File: config.mk
export PLATFORM = sky130hd
export DESIGN_NAME = seven_in_eight_byte_packer_top_flat
export DESIGN_NICKNAME = d
export VERILOG_FILES = /design/src/sebp_pkg.sv /design/src/sebp_if.sv /design/src/sebp_front.sv /design/src/sebp_fifo.sv /design/src/sebp_back.sv /design/src/seven_in_eight_byte_packer_top.sv /design/src/flat_wrapper.sv
export SDC_FILE = /design/constraint.sdc
export NUM_CORES = 1
export LEC_CHECK = 0
export ABC_CLOCK_PERIOD_IN_PS = 4800
export CORE_MARGIN = 2
export CORE_UTILIZATION = 45
export CTS_CLUSTER_SIZE = 30
export DETAILED_ROUTE_END_ITERATION = 6
export DONT_BUFFER_PORTS = 1
export PLACE_DENSITY = 0.71
export SLEW_MARGIN = 20
export SYNTH_ARGS = -nofsm -noshare
export SYNTH_HDL_FRONTEND = slang
export SYNTH_SLANG_ARGS = --single-unit
File: constraint.sdc
create_clock -name clk -period 4.8 [get_ports clk]
set_clock_uncertainty 0.1 [all_clocks]
set_input_delay 0 -clock clk [delete_from_list [all_inputs] [get_ports clk]]
set_output_delay 0 -clock clk [all_outputs]
set_load 0.01 [all_outputs]
File: src/sebp_pkg.sv
package sebp_pkg;

  // Group geometry and fixed code values.
  localparam int unsigned GROUP_SIZE = 7;
  localparam int unsigned QDEPTH     = 2;

  localparam logic [7:0] HIGH_BIT  = 8'h80;
  localparam logic [7:0] CODE_CR   = 8'd13;
  localparam logic [7:0] CODE_LF   = 8'd10;
  localparam logic [7:0] GPL_RESET = 8'd10;

  typedef logic [7:0] byte_t;

  // One finished group, handed from the front end to the emitter.
  typedef struct packed {
    logic [GROUP_SIZE-1:0][7:0] bytes;
    logic [2:0]                 count;
    logic                       crlf;
  } group_t;

  // Head status of the group queue.
  typedef struct packed {
    logic   valid;
    group_t data;
  } qhead_t;

endpackage

File: src/sebp_if.sv
// Input channel: one raw byte per transaction.
interface sebp_in_if;
  logic       valid;
  logic       ready;
  logic [7:0] data_byte;
  logic       end_of_object;

  modport source (output valid, output data_byte, output end_of_object, input ready);
  modport sink   (input valid, input data_byte, input end_of_object, output ready);
endinterface

// Result channel: one code byte per transaction.
interface sebp_out_if;
  logic       valid;
  logic       ready;
  logic [7:0] code_byte;
  logic       run_last;

  modport source (output valid, output code_byte, output run_last, input ready);
  modport sink   (input valid, input code_byte, input run_last, output ready);
endinterface

File: src/sebp_front.sv
module sebp_front import sebp_pkg::*; (
  input  logic          clk,
  input  logic          rst_n,
  sebp_in_if.sink       in_bus,
  input  logic          cfg_wr_en,
  input  logic [7:0]    cfg_wr_data,
  input  logic          push_ready,
  output logic          push_valid,
  output group_t        push_data
);

  localparam logic [2:0] LAST_SLOT = 3'(GROUP_SIZE - 1);

  logic [2:0] fill_r, fill_nxt;
  logic [7:0] lgc_r, lgc_nxt;
  logic [7:0] gpl_r, gpl_nxt;
  byte_t      store_r [GROUP_SIZE-1];
  logic       accept;
  logic       flush;
  logic [8:0] count9;
  logic       crlf;

  assign in_bus.ready = push_ready;
  assign accept       = in_bus.valid && in_bus.ready;
  assign flush        = accept && (fill_r == LAST_SLOT || in_bus.end_of_object);

  // Line counting decides at flush time whether CR LF follows the group.
  assign count9 = {1'b0, lgc_r} + 9'd1;
  assign crlf   = count9 >= {1'b0, gpl_r};

  // Assemble the finished group: stored bytes plus the byte arriving now.
  always_comb begin
    for (int j = 0; j < GROUP_SIZE - 1; j++) begin
      push_data.bytes[j] = (3'(j) < fill_r) ? store_r[j] : in_bus.data_byte;
    end
    push_data.bytes[GROUP_SIZE-1] = in_bus.data_byte;
    push_data.count = fill_r + 3'd1;
    push_data.crlf  = crlf;
  end

  assign push_valid = flush;

  // Next-state logic for fill level, line count and the register.
  always_comb begin
    fill_nxt = fill_r;
    lgc_nxt  = lgc_r;
    gpl_nxt  = cfg_wr_en ? cfg_wr_data : gpl_r;
    if (flush) begin
      fill_nxt = 3'd0;
      if (in_bus.end_of_object || crlf) begin
        lgc_nxt = 8'd0;
      end else begin
        lgc_nxt = count9[7:0];
      end
    end else if (accept) begin
      fill_nxt = fill_r + 3'd1;
    end
  end

  always_ff @(posedge clk) begin
    if (!rst_n) begin
      fill_r <= 3'd0;
      lgc_r  <= 8'd0;
      gpl_r  <= GPL_RESET;
    end else begin
      fill_r <= fill_nxt;
      lgc_r  <= lgc_nxt;
      gpl_r  <= gpl_nxt;
    end
  end

  // Byte storage for the group in progress.
  always_ff @(posedge clk) begin
    if (accept && !flush) begin
      store_r[fill_r] <= in_bus.data_byte;
    end
  end

`ifndef NO_ASSERTIONS
  a_fill_range: assert property (@(posedge clk) disable iff (!rst_n)
    fill_r <= LAST_SLOT)
    else $error("fill level past the last slot");

  a_flush_clears: assert property (@(posedge clk) disable iff (!rst_n)
    flush |=> fill_r == 3'd0)
    else $error("fill level not cleared after a flush");
`endif

endmodule

File: src/sebp_fifo.sv
module sebp_fifo import sebp_pkg::*; (
  input  logic   clk,
  input  logic   rst_n,
  input  logic   push_valid,
  input  group_t push_data,
  output logic   push_ready,
  input  logic   pop,
  output qhead_t head
);

  localparam int unsigned PTR_W = (QDEPTH > 1) ? $clog2(QDEPTH) : 1;
  localparam int unsigned CNT_W = $clog2(QDEPTH + 1);
  localparam logic [PTR_W-1:0] PTR_LAST = PTR_W'(QDEPTH - 1);
  localparam logic [CNT_W-1:0] CNT_FULL = CNT_W'(QDEPTH);

  group_t           entry_r [QDEPTH];
  logic [PTR_W-1:0] wr_ptr_r, wr_ptr_nxt;
  logic [PTR_W-1:0] rd_ptr_r, rd_ptr_nxt;
  logic [CNT_W-1:0] count_r, count_nxt;
  logic             do_push;
  logic             do_pop;

  assign push_ready = count_r != CNT_FULL;
  assign do_push    = push_valid && push_ready;
  assign do_pop     = pop && head.valid;

  assign head.valid = count_r != '0;
  assign head.data  = entry_r[rd_ptr_r];

  // Pointer and occupancy update.
  always_comb begin
    wr_ptr_nxt = wr_ptr_r;
    rd_ptr_nxt = rd_ptr_r;
    count_nxt  = count_r;
    if (do_push) begin
      wr_ptr_nxt = (wr_ptr_r == PTR_LAST) ? '0 : wr_ptr_r + PTR_W'(1);
    end
    if (do_pop) begin
      rd_ptr_nxt = (rd_ptr_r == PTR_LAST) ? '0 : rd_ptr_r + PTR_W'(1);
    end
    if (do_push && !do_pop) begin
      count_nxt = count_r + CNT_W'(1);
    end else if (do_pop && !do_push) begin
      count_nxt = count_r - CNT_W'(1);
    end
  end

  always_ff @(posedge clk) begin
    if (!rst_n) begin
      wr_ptr_r <= '0;
      rd_ptr_r <= '0;
      count_r  <= '0;
    end else begin
      wr_ptr_r <= wr_ptr_nxt;
      rd_ptr_r <= rd_ptr_nxt;
      count_r  <= count_nxt;
    end
  end

  // Entry storage.
  always_ff @(posedge clk) begin
    if (do_push) begin
      entry_r[wr_ptr_r] <= push_data;
    end
  end

`ifndef NO_ASSERTIONS
  a_count_range: assert property (@(posedge clk) disable iff (!rst_n)
    count_r <= CNT_FULL)
    else $error("queue occupancy past its depth");
`endif

endmodule

File: src/sebp_back.sv
module sebp_back import sebp_pkg::*; (
  input  logic     clk,
  input  logic     rst_n,
  input  qhead_t   head,
  output logic     pop,
  sebp_out_if.source out_bus
);

  logic [3:0] pos_r, pos_nxt;
  logic       out_valid_r, out_valid_nxt;
  byte_t      code_r, code_nxt;
  logic       last_r, last_nxt;
  logic       load;
  logic       item_last;
  logic [3:0] cnt4;
  logic [2:0] idx;
  byte_t      header;
  byte_t      code_sel;

  assign cnt4 = {1'b0, head.data.count};
  assign idx  = 3'(pos_r - 4'd1);

  // Header: bit j carries bit 7 of data byte j, unused slots are zero.
  always_comb begin
    header = HIGH_BIT;
    for (int j = 0; j < GROUP_SIZE; j++) begin
      if (3'(j) < head.data.count) begin
        header[j] = head.data.bytes[j][7];
      end
    end
  end

  // Select the byte for the current position within the group.
  always_comb begin
    if (pos_r == 4'd0) begin
      code_sel = header;
    end else if (pos_r <= cnt4) begin
      code_sel = head.data.bytes[idx] | HIGH_BIT;
    end else if (pos_r == cnt4 + 4'd1) begin
      code_sel = CODE_CR;
    end else begin
      code_sel = CODE_LF;
    end
  end

  assign item_last = head.data.crlf ? (pos_r == cnt4 + 4'd2) : (pos_r == cnt4);
  assign load      = !out_valid_r || out_bus.ready;
  assign pop       = load && head.valid && item_last;

  // Output register advances whenever it is empty or being taken.
  always_comb begin
    pos_nxt       = pos_r;
    out_valid_nxt = out_valid_r;
    code_nxt      = code_r;
    last_nxt      = last_r;
    if (load) begin
      out_valid_nxt = head.valid;
      if (head.valid) begin
        code_nxt = code_sel;
        last_nxt = item_last;
        pos_nxt  = item_last ? 4'd0 : pos_r + 4'd1;
      end
    end
  end

  always_ff @(posedge clk) begin
    if (!rst_n) begin
      pos_r       <= 4'd0;
      out_valid_r <= 1'b0;
    end else begin
      pos_r       <= pos_nxt;
      out_valid_r <= out_valid_nxt;
    end
  end

  always_ff @(posedge clk) begin
    code_r <= code_nxt;
    last_r <= last_nxt;
  end

  assign out_bus.valid     = out_valid_r;
  assign out_bus.code_byte = code_r;
  assign out_bus.run_last  = last_r;

`ifndef NO_ASSERTIONS
  a_group_held: assert property (@(posedge clk) disable iff (!rst_n)
    (pos_r != 4'd0) |-> head.valid)
    else $error("queue head left while its group was being emitted");

  a_pos_range: assert property (@(posedge clk) disable iff (!rst_n)
    (head.valid && pos_r != 4'd0) |-> pos_r <= cnt4 + 4'd2)
    else $error("emit position past the end of the group");

  a_pop_last: assert property (@(posedge clk) disable iff (!rst_n)
    pop |=> out_valid_r && last_r)
    else $error("group popped without a final byte marked");
`endif

endmodule

File: src/seven_in_eight_byte_packer_top.sv
// Seven-in-eight byte packer. Raw bytes arrive on in_bus and are collected
// into groups of seven; a full group, or the byte marked end_of_object,
// produces a header byte (bit j = bit 7 of data byte j, bit 7 set) followed
// by the group's bytes with bit 7 forced high, and CR LF after every
// groups_per_line groups (reset value 10; the line count restarts at each
// end of object). run_last marks the final code byte of each group. The
// input side accepts one byte per cycle as long as the two-entry group
// queue has room; the output side emits one code byte per cycle while
// out_bus accepts it, so sustained throughput is set by the single output
// port, and the queue lets the input gather the next group while the
// output still emits the last one. The first code byte of a group passes
// through the group queue and then the output register before it is
// offered. Write groups_per_line through cfg_wr_en/cfg_wr_data
// only while the block is idle.
module seven_in_eight_byte_packer_top import sebp_pkg::*; (
  input  logic        clk,
  input  logic        rst_n,
  sebp_in_if.sink     in_bus,
  sebp_out_if.source  out_bus,
  input  logic        cfg_wr_en,
  input  logic [7:0]  cfg_wr_data
);

  logic   push_valid;
  logic   push_ready;
  group_t push_data;
  logic   pop;
  qhead_t head;

  // Front end: gathers bytes and tracks line position.
  sebp_front u_front (
    .clk         (clk),
    .rst_n       (rst_n),
    .in_bus      (in_bus),
    .cfg_wr_en   (cfg_wr_en),
    .cfg_wr_data (cfg_wr_data),
    .push_ready  (push_ready),
    .push_valid  (push_valid),
    .push_data   (push_data)
  );

  // Group queue between the two sides.
  sebp_fifo u_fifo (
    .clk        (clk),
    .rst_n      (rst_n),
    .push_valid (push_valid),
    .push_data  (push_data),
    .push_ready (push_ready),
    .pop        (pop),
    .head       (head)
  );

  // Back end: emits header, data and line breaks.
  sebp_back u_back (
    .clk     (clk),
    .rst_n   (rst_n),
    .head    (head),
    .pop     (pop),
    .out_bus (out_bus)
  );

endmodule
File: src/flat_wrapper.sv
// flat-port wrapper written by rule: the top's interface ports become plain ports
module seven_in_eight_byte_packer_top_flat import sebp_pkg::*;
  (clk, rst_n, cfg_wr_en, cfg_wr_data, in_bus_valid, in_bus_data_byte, in_bus_end_of_object, in_bus_ready, out_bus_valid, out_bus_code_byte, out_bus_run_last, out_bus_ready);
  sebp_in_if in_bus_i ();
  sebp_out_if out_bus_i ();
  input  logic clk;
  input  logic rst_n;
  input  logic cfg_wr_en;
  input  logic [7:0] cfg_wr_data;
  input wire logic [$bits(in_bus_i.valid)-1:0] in_bus_valid;
  input wire logic [$bits(in_bus_i.data_byte)-1:0] in_bus_data_byte;
  input wire logic [$bits(in_bus_i.end_of_object)-1:0] in_bus_end_of_object;
  output wire logic [$bits(in_bus_i.ready)-1:0] in_bus_ready;
  output wire logic [$bits(out_bus_i.valid)-1:0] out_bus_valid;
  output wire logic [$bits(out_bus_i.code_byte)-1:0] out_bus_code_byte;
  output wire logic [$bits(out_bus_i.run_last)-1:0] out_bus_run_last;
  input wire logic [$bits(out_bus_i.ready)-1:0] out_bus_ready;
  assign in_bus_i.valid = in_bus_valid;
  assign in_bus_i.data_byte = in_bus_data_byte;
  assign in_bus_i.end_of_object = in_bus_end_of_object;
  assign in_bus_ready = in_bus_i.ready;
  assign out_bus_valid = out_bus_i.valid;
  assign out_bus_code_byte = out_bus_i.code_byte;
  assign out_bus_run_last = out_bus_i.run_last;
  assign out_bus_i.ready = out_bus_ready;
  seven_in_eight_byte_packer_top u_core (.clk(clk), .rst_n(rst_n), .in_bus(in_bus_i), .out_bus(out_bus_i), .cfg_wr_en(cfg_wr_en), .cfg_wr_data(cfg_wr_data));
endmodule
==> results.cfg, run 1 <==
[status]
status = finished clean

[placement]
gp_congestion = 0.7728
hpwl_mm = 10.57
port_buffers = 0

[yosys]
avgSynthCellArea_um2 = 16.45
synth_ff_type = edfxtp_1
yosys_warnings = 0
synth_top_area_frac = 0.6062
synth_top_area_cell = edfxtp_1
synth_edf_count = 177
synthDistinctLibCells = 55
synth_mux_area_frac = 0.1554
synth_compound_area_frac = 0.04124
syn_area_mm2 = 0.008768
synth_top_family_by_area = multiplexers
seq_area_frac_synth = 0.6724
synth-seq-cells = 206
synthesis.instances = 533
async_flop_share = 0
synthAdderAreaFrac = 0.03282
syn_nets = 578
yosys.area_share.simple = 0.05636
synth_xor_area_frac = 0.02197
synth_area_leaders = edfxtp_1 61%, mux2_2 7.4%, dfxtp_1 6.6%

[routing]
vias_per_cell = 5.422
dr.pass1.iters = 5
num_vias = 4565
drcViolationCount = 0
finalWirelength_mm = 16.90
wl_per_cell_um = 20.07
ant_nets = 0
first_iter_violations = 356

[critical_path]
r2r_start = u_core.u_back.pos_r[0]$_SDFFE_PN0P_
crit_type = flip-flop to flip-flop
arrival_ns = 3.33
r2r-end = u_core.u_back.out_bus.code_byte[2]$_DFFE_PP_
cp-end-kind = flip-flop
reg2regPathDepth = 6
worstPathMaxFanout = 22
rrSetupSlack_ns = 1.59
required_ns = 4.92
cp-start-kind = flip-flop

[power_and_ir_drop]
power_density_mw_per_mm2 = 436.6
combPwrFrac = 0.164
p_clk_frac = 0.343
switching_share = 0.2516
p_switching_mw = 1.090
peakVddDrop_mv = 0.2808
intPower_mw = 3.241
seqPwrFrac = 0.492
p_leak_nw = 3.383

[grt]
overflow = 0
grt_pass1_vias = 4630
grtUsageTotal = 0.1689
grt_antenna_before_repair = 1
grt_max_degree = 37
grt_pass1_wl_mm = 26.42

[min_path]
hold_class = primary input to flip-flop
min_from = in_bus_end_of_object
min_to = u_core.u_fifo.wr_ptr_r$_SDFFE_PN0P_
holdPathStages = 4

[cells_and_area]
final_core_util = 0.5147
multi_input_area_mm2 = 0.002725
final_common_cell = edfxtp_1
seq_area_mm2 = 0.005897
final_cell_mix = 177 x edfxtp_1, 58 x mux2_2, 28 x dfxtp_1
drive_above_1_share = 0.2153
num-fill-cells = 1551
fin_nets = 610
syn_to_final_growth_pct = 13.13

[floorplan]
die_x_um = 143.6
ios = 33
rows = 51
die_area_mm2 = 0.02062
coreArea_mm2 = 0.01927
die_h_um = 143.6
initial_core_util = 0.4550

[timing]
setup_viol = 0
fin_crit_sh = 0.6683
maxSlewViolCount = 0
whs_ns = 0.07056
rsz0062_at_grt = false
worst_slew_margin_rel = 0.2591
worst_slew_pin_slew_ns = 1.111
hold_viol = 0
setup_tns_ns = 0
fin_crit_ns = 3.208
fmax_ghz = 0.3117

[clock_tree]
h-tree-depth = 1
ctsLongestPathBuffers = 3
cts_sinks = 206
clkSlewWorstSetupHoldPaths_ns = 0.06
post_cts_resized = 0
cts_tree = yes
cts-root-buf = clkbuf_16
numCtsBuffers = 22
clk_latency_ns = 0.50

[run]
cap_violations = 0
-- how the worst max path moves through the flow --
stage	endpoint	startpoint	slack (ns)
6_report	u_core.u_back.out_bus.code_byte[2]$_DFFE_PP_	u_core.u_back.pos_r[0]$_SDFFE_PN0P_	1.59
5_1_grt	u_core.u_back.out_bus.code_byte[2]$_DFFE_PP_	u_core.u_back.pos_r[0]$_SDFFE_PN0P_	1.44
4_1_cts	u_core.u_back.out_bus.code_byte[2]$_DFFE_PP_	u_core.u_back.pos_r[0]$_SDFFE_PN0P_	1.53
3_5_place_dp	u_core.u_back.out_bus.code_byte[2]$_DFFE_PP_	u_core.u_back.pos_r[0]$_SDFFE_PN0P_	1.53
3_3_place_gp	u_core.u_back.out_bus.code_byte[2]$_DFFE_PP_	u_core.u_back.pos_r[0]$_SDFFE_PN0P_	1.65
2_1_floorplan	u_core.u_fifo.entry_r[0][0]$_DFFE_PP_	u_core.u_front.fill_r[0]$_SDFFE_PP0P_	0.61
-- repair_timing --
item                       CTS  global route
hold endpoints to repair   229             0
setup buffers                0             0
hold buffers                22             0
setup endpoints to repair    0             0
-- cells in the mapped netlist, types with 3 or more instances --
| cell | count |
|---|---|
| nor3b_1 | 4 |
| a21oi_1 | 10 |
| buf_2 | 7 |
| nand2_1 | 17 |
| a211oi_1 | 3 |
| nor3_1 | 9 |
| edfxtp_1 | 177 |
| a221oi_1 | 3 |
| a22oi_1 | 3 |
| nor2_1 | 17 |
| xor2_1 | 8 |
| a22o_1 | 6 |
| mux4_2 | 21 |
| mux2i_1 | 20 |
| and2_1 | 8 |
| o21ai_0 | 3 |
| dfxtp_1 | 29 |
| nand2b_1 | 3 |
| clkbuf_1 | 9 |
| nor2b_1 | 10 |
| and3_1 | 6 |
| mux2_2 | 58 |
| inv_1 | 16 |
| o211ai_1 | 4 |
| xnor2_1 | 14 |
| ha_1 | 23 |
| nand3_1 | 9 |
-- power by group through the flow --
stage	registers (mW)	clock network, mW	logic (mW)
2_1_floorplan	2.15	0	0.518
3_3_place_gp	2.17	0	0.668
3_5_place_dp	2.17	0	0.678
4_1_cts	2.13	1.52	0.715
5_1_grt	2.14	1.59	0.778
6_report	2.13	1.49	0.710
-- sequential cells by signal, summed over array words and instances (netlist names), named ones only --
| signal | cells |
|---|---|
| u_core.u_back.out_bus.code_byte | 8 |
| u_core.u_back.out_bus.run_last | 1 |
| u_core.u_back.out_bus.valid | 1 |
| u_core.u_back.pos_r | 4 |
| u_core.u_fifo.count_r | 2 |
| u_core.u_fifo.entry_r | 120 |
| u_core.u_fifo.rd_ptr_r | 1 |
| u_core.u_fifo.wr_ptr_r | 1 |
| u_core.u_front.fill_r | 3 |
| u_core.u_front.gpl_r | 8 |
| u_core.u_front.lgc_r | 8 |
| u_core.u_front.store_r | 48 |
-- routing by layer --
layer  up-vias  track usage  share of wire  wire [um]
li1       2129            -              -          -
met1      2294       0.2365           0.45       7541
met2       124       0.2752           0.48       8143
met3        18      0.03166          0.054        904
met4         0      0.04128          0.018        306
met5         -            0              0          0
-- cell type report --
cell class	instances	share of cell area
Antenna cell	1	0.0002523
Clock buffer	27	0.05954
Clock inverter	8	0.003280
Inverter	18	0.006811
Multi-Input combinational cell	288	0.2747
Sequential cell	206	0.5945
Tap cell	265	0.03343
Timing Repair Buffer	29	0.02750
-- critical path, cell delays in order, from the launching register on --
cell and delay [ns]:
dfxtp_1 0.33, clkinv_1 0.24, ha_1 1.06, mux4_2 0.42
a22oi_1 0.19, nor3_1 0.06, or4_1 0.54
-- logic make-up (layout without fill, tap and decap cells) --
logic type	count (synthesis)	in the layout
simple gates	93	93
xor+xnor	22	22
other cells	0	1
fa+ha+maj	23	23
buf+inv	39	82
flops	206	206
compound gates	49	49
mux	101	101
-- metrics by stage --
stage | worst slack (ns) | std cells | total power, mW | area (um^2)
floorplan | 0.6121 | 533 | 2.668 | 8768
global placement | 1.653 | 784 | 2.833 | 9071
detailed placement | 1.535 | 784 | 2.849 | 9071
CTS | 1.525 | 841 | 4.374 | 9915
global route | 1.436 | 842 | 4.514 | 9920
finish | 1.592 | 842 | 4.331 | 9920
Power figures use the tool's default switching activity.
==> inputs of run 2 (changes only) <==
--- a/config.mk
+++ b/config.mk
@@ -5,7 +5,8 @@
 export SDC_FILE = /design/constraint.sdc
 export NUM_CORES = 1
 export LEC_CHECK = 0
-export ABC_CLOCK_PERIOD_IN_PS = 4800
+export ABC_AREA = 1
+export ABC_CLOCK_PERIOD_IN_PS = 3100
 export CORE_MARGIN = 2
 export CORE_UTILIZATION = 45
 export CTS_CLUSTER_SIZE = 30
==> constraint.sdc (replaced) <==
create_clock -name clk -period 3.1 [get_ports clk]
set_clock_uncertainty 0.1 [all_clocks]
set_input_delay 0 -clock clk [delete_from_list [all_inputs] [get_ports clk]]
set_output_delay 0 -clock clk [all_outputs]
set_load 0.01 [all_outputs]
==> run 2 against run 1 <==
Net effect:
- global-route usage is 0.53 points higher
- register-to-register slack worse by 1.3 ns
- cell count is 37% higher
- via count is 30% higher
- maximum frequency is 15% higher
- flip-flop and latch count stayed put
- cell area is 3.3% higher
- hold slack better by 0.00050 ns
- sequential power is 53% higher
- combinational power is 44% higher
- first-iteration DRC count is 49% higher
- highest routed layer unchanged
==> results.cfg, run 2 <==
[yosys]
syn_nets = 889
synth_top_area_frac = 0.5912
synth_area_leaders = edfxtp_1 59%, nand2_1 7.3%, dfxtp_1 6.5%
synthesis.instances = 844
synth_common_cells = 177 x edfxtp_1, 176 x nand2_1, 111 x nor2_1
synth_mux_area_frac = 0
seq_area_frac_synth = 0.6558
synth_top_area_cell = edfxtp_1
synthDistinctLibCells = 35
synth_edf_count = 177
synth_xor_area_frac = 0.01058
synth_compound_area_frac = 0.09047
yosysMostFrequentCell = edfxtp_1
async_flop_share = 0
synth_ff_type = edfxtp_1
synthAdderAreaFrac = 0.03201
yosys.area_share.simple = 0.1626
syn_area_mm2 = 0.008990
synth_top_family_by_area = simple AND/OR/NAND/NOR gates
synth-seq-cells = 206
avgSynthCellArea_um2 = 10.65
yosys_warnings = 0

[grt]
grtUsageTotal = 0.1742
grt_pass1_vias = 5581
grt_antenna_before_repair = 2
grt_max_degree = 61
overflow = 0
grt_pass1_wl_mm = 29.45

[cells_and_area]
final_cells = 1156
syn_to_final_growth_pct = 13.95
drive_above_1_share = 0.07537
final_common_cell = edfxtp_1
reg.largest.list = u_core.u_fifo.entry_r: 120 flops, u_core.u_front.store_r: 48 flops
fin_nets = 921
top_register = u_core.u_fifo.entry_r
design_area_mm2 = 0.01024
largest_reg_flops = 120
final_cell_mix = 177 x edfxtp_1, 176 x nand2_1, 109 x nor2_1
final_core_util = 0.5246
num-fill-cells = 1638

[routing]
vias_per_cell = 5.125
top_layer = met4
route.met2.wl_mm = 8.162
wl_met1_mm = 8.383
num_vias = 5924
wl_per_cell_um = 15.91
finalWirelength_mm = 18.39
first_iter_violations = 531
ant_nets = 0
drcViolationCount = 0
dr.pass1.iters = 5
wl_met3_mm = 1.504

[floorplan]
initial_core_util = 0.4604
coreArea_mm2 = 0.01953
die_x_um = 145.3
ios = 33
die_h_um = 145.3
die_area_mm2 = 0.02112
rows = 51

[timing]
fin_crit_sh = 0.9024
hold_viol = 0
maxSlewViolCount = 0
whs_ns = 0.07106
worst_slew_pin_slew_ns = 0.7079
fmax_ghz = 0.3575
fin_crit_ns = 2.797
rsz0062_at_grt = false
setup_ws_ns = 0.3026
setup_viol = 0
worst_slew_margin_rel = 0.5263
setup_tns_ns = 0

[placement]
hpwl_mm = 11.87
placed_cell_area_mm2 = 0.009316
post-place-ws_ns = 0.3363
place_inst = 1095
port_buffers = 0
gp_congestion = 0.8481

[power_and_ir_drop]
finalPower_mw = 6.806
peakVddDrop_mv = 0.3608
p_leak_nw = 3.886
power_density_mw_per_mm2 = 664.4

[clock_tree]
ctsLongestPathBuffers = 3
cts_sinks = 206
cts_tree = yes
numCtsBuffers = 21
clk_latency_ns = 0.50
cts-root-buf = clkbuf_16
clkSlewWorstSetupHoldPaths_ns = 0.06
h-tree-depth = 1

[critical_path]
worstPathMaxFanout = 7
required_ns = 3.38
cp-end-kind = flip-flop
cp-start-kind = flip-flop
crit_type = flip-flop to flip-flop
rrSetupSlack_ns = 0.30
reg2regPathDepth = 10
cp-startpoint = u_core.u_front.fill_r[0]$_SDFFE_PP0P_
r2r-end = u_core.u_fifo.count_r[1]$_SDFFE_PN0P_
r2r_start = u_core.u_front.fill_r[0]$_SDFFE_PP0P_
crit_end = u_core.u_fifo.count_r[1]$_SDFFE_PN0P_
arrival_ns = 3.08

[run]
cap_violations = 0

[status]
status = finished clean

[min_path]
hold_class = primary input to flip-flop
## run 2: cell count changes in the layout (fill, tap and decap cells not counted), sizes merged, moves of 9 or more
cell / previous run / this run
nand2: 17 / 180
nor2: 17 / 114
o21ai: 4 / 83
mux2: 58 / 0
inv: 17 / 69
a21oi: 11 / 52
nand3: 9 / 43
mux2i: 22 / 0
mux4: 21 / 0
xnor2: 14 / 1
nor2b: 10 / 0
buf: 7 / 16
## run 2: per-layer routing
metal / up-vias / global-route usage
li1: 2963 / -
met1: 2722 / 0.2565
met2: 204 / 0.2609
met3: 35 / 0.03480
met4: 0 / 0.05735
met5: - / 0
## run 2: cells by family after synthesis
kind of cell               Yosys count
buffers and inverters               98
AOI/OAI and AO/OA                  153
DFF                                206
xor gates and xnor gates            10
and+or+nand+nor                    354
adders and majority gates           23
## run 2: final cells by class
cell class / count / area [um^2] / area share
flip-flops and latches: 206 / 5897 / 0.5757
multi-input cells: 540 / 2673 / 0.2609
clock buffers: 23 / 543.0 / 0.05301
repair buffers: 39 / 387.9 / 0.03786
well taps: 265 / 331.6 / 0.03237
inverters: 68 / 257.7 / 0.02516
clock inverters: 13 / 148.9 / 0.01454
diodes: 2 / 5.005 / 0.0004886
## run 2: report_power, final
| group | internal (mW) | switching, mW |
|---|---|---|
| registers | 3.19 | 0.0686 |
| clock network | 1.51 | 1.01 |
| logic | 0.311 | 0.713 |
## run 2: worst min-delay path by stage
stage	start	endpoint	slack, ns	cells past startpoint
final	cfg_wr_data[1]	u_core.u_front.gpl_r[1]$_SDFFE_PN1P_	0.07	3
after global routing	cfg_wr_data[1]	u_core.u_front.gpl_r[1]$_SDFFE_PN1P_	0.08	3
after CTS	cfg_wr_data[1]	u_core.u_front.gpl_r[1]$_SDFFE_PN1P_	0.06	3
after detailed placement	in_bus_data_byte[2]	u_core.u_front.store_r[4][2]$_DFFE_PP_	-0.0007	0
after global placement	in_bus_data_byte[2]	u_core.u_front.store_r[5][2]$_DFFE_PP_	-0.0007	0
after floorplan	in_bus_data_byte[0]	u_core.u_fifo.entry_r[0][52]$_DFFE_PP_	-0.001	0
## run 2: critical path, stage by stage, from the launching register on
cell	delay (ns)
dfxtp_1	0.37
inv_1	0.16
ha_1	0.23
a21oi_1	0.32
nor2_4	0.08
dlygate4sd3_1	0.65
ha_1	0.35
a21oi_1	0.11
o21ai_0	0.11
o21ai_0	0.15
a21oi_1	0.05
## run 2: timing repair
item	CTS	global route
gates resized for setup	0	0
hold buffers	23	0
buffers inserted	0	0
hold endpoints to repair	237	0
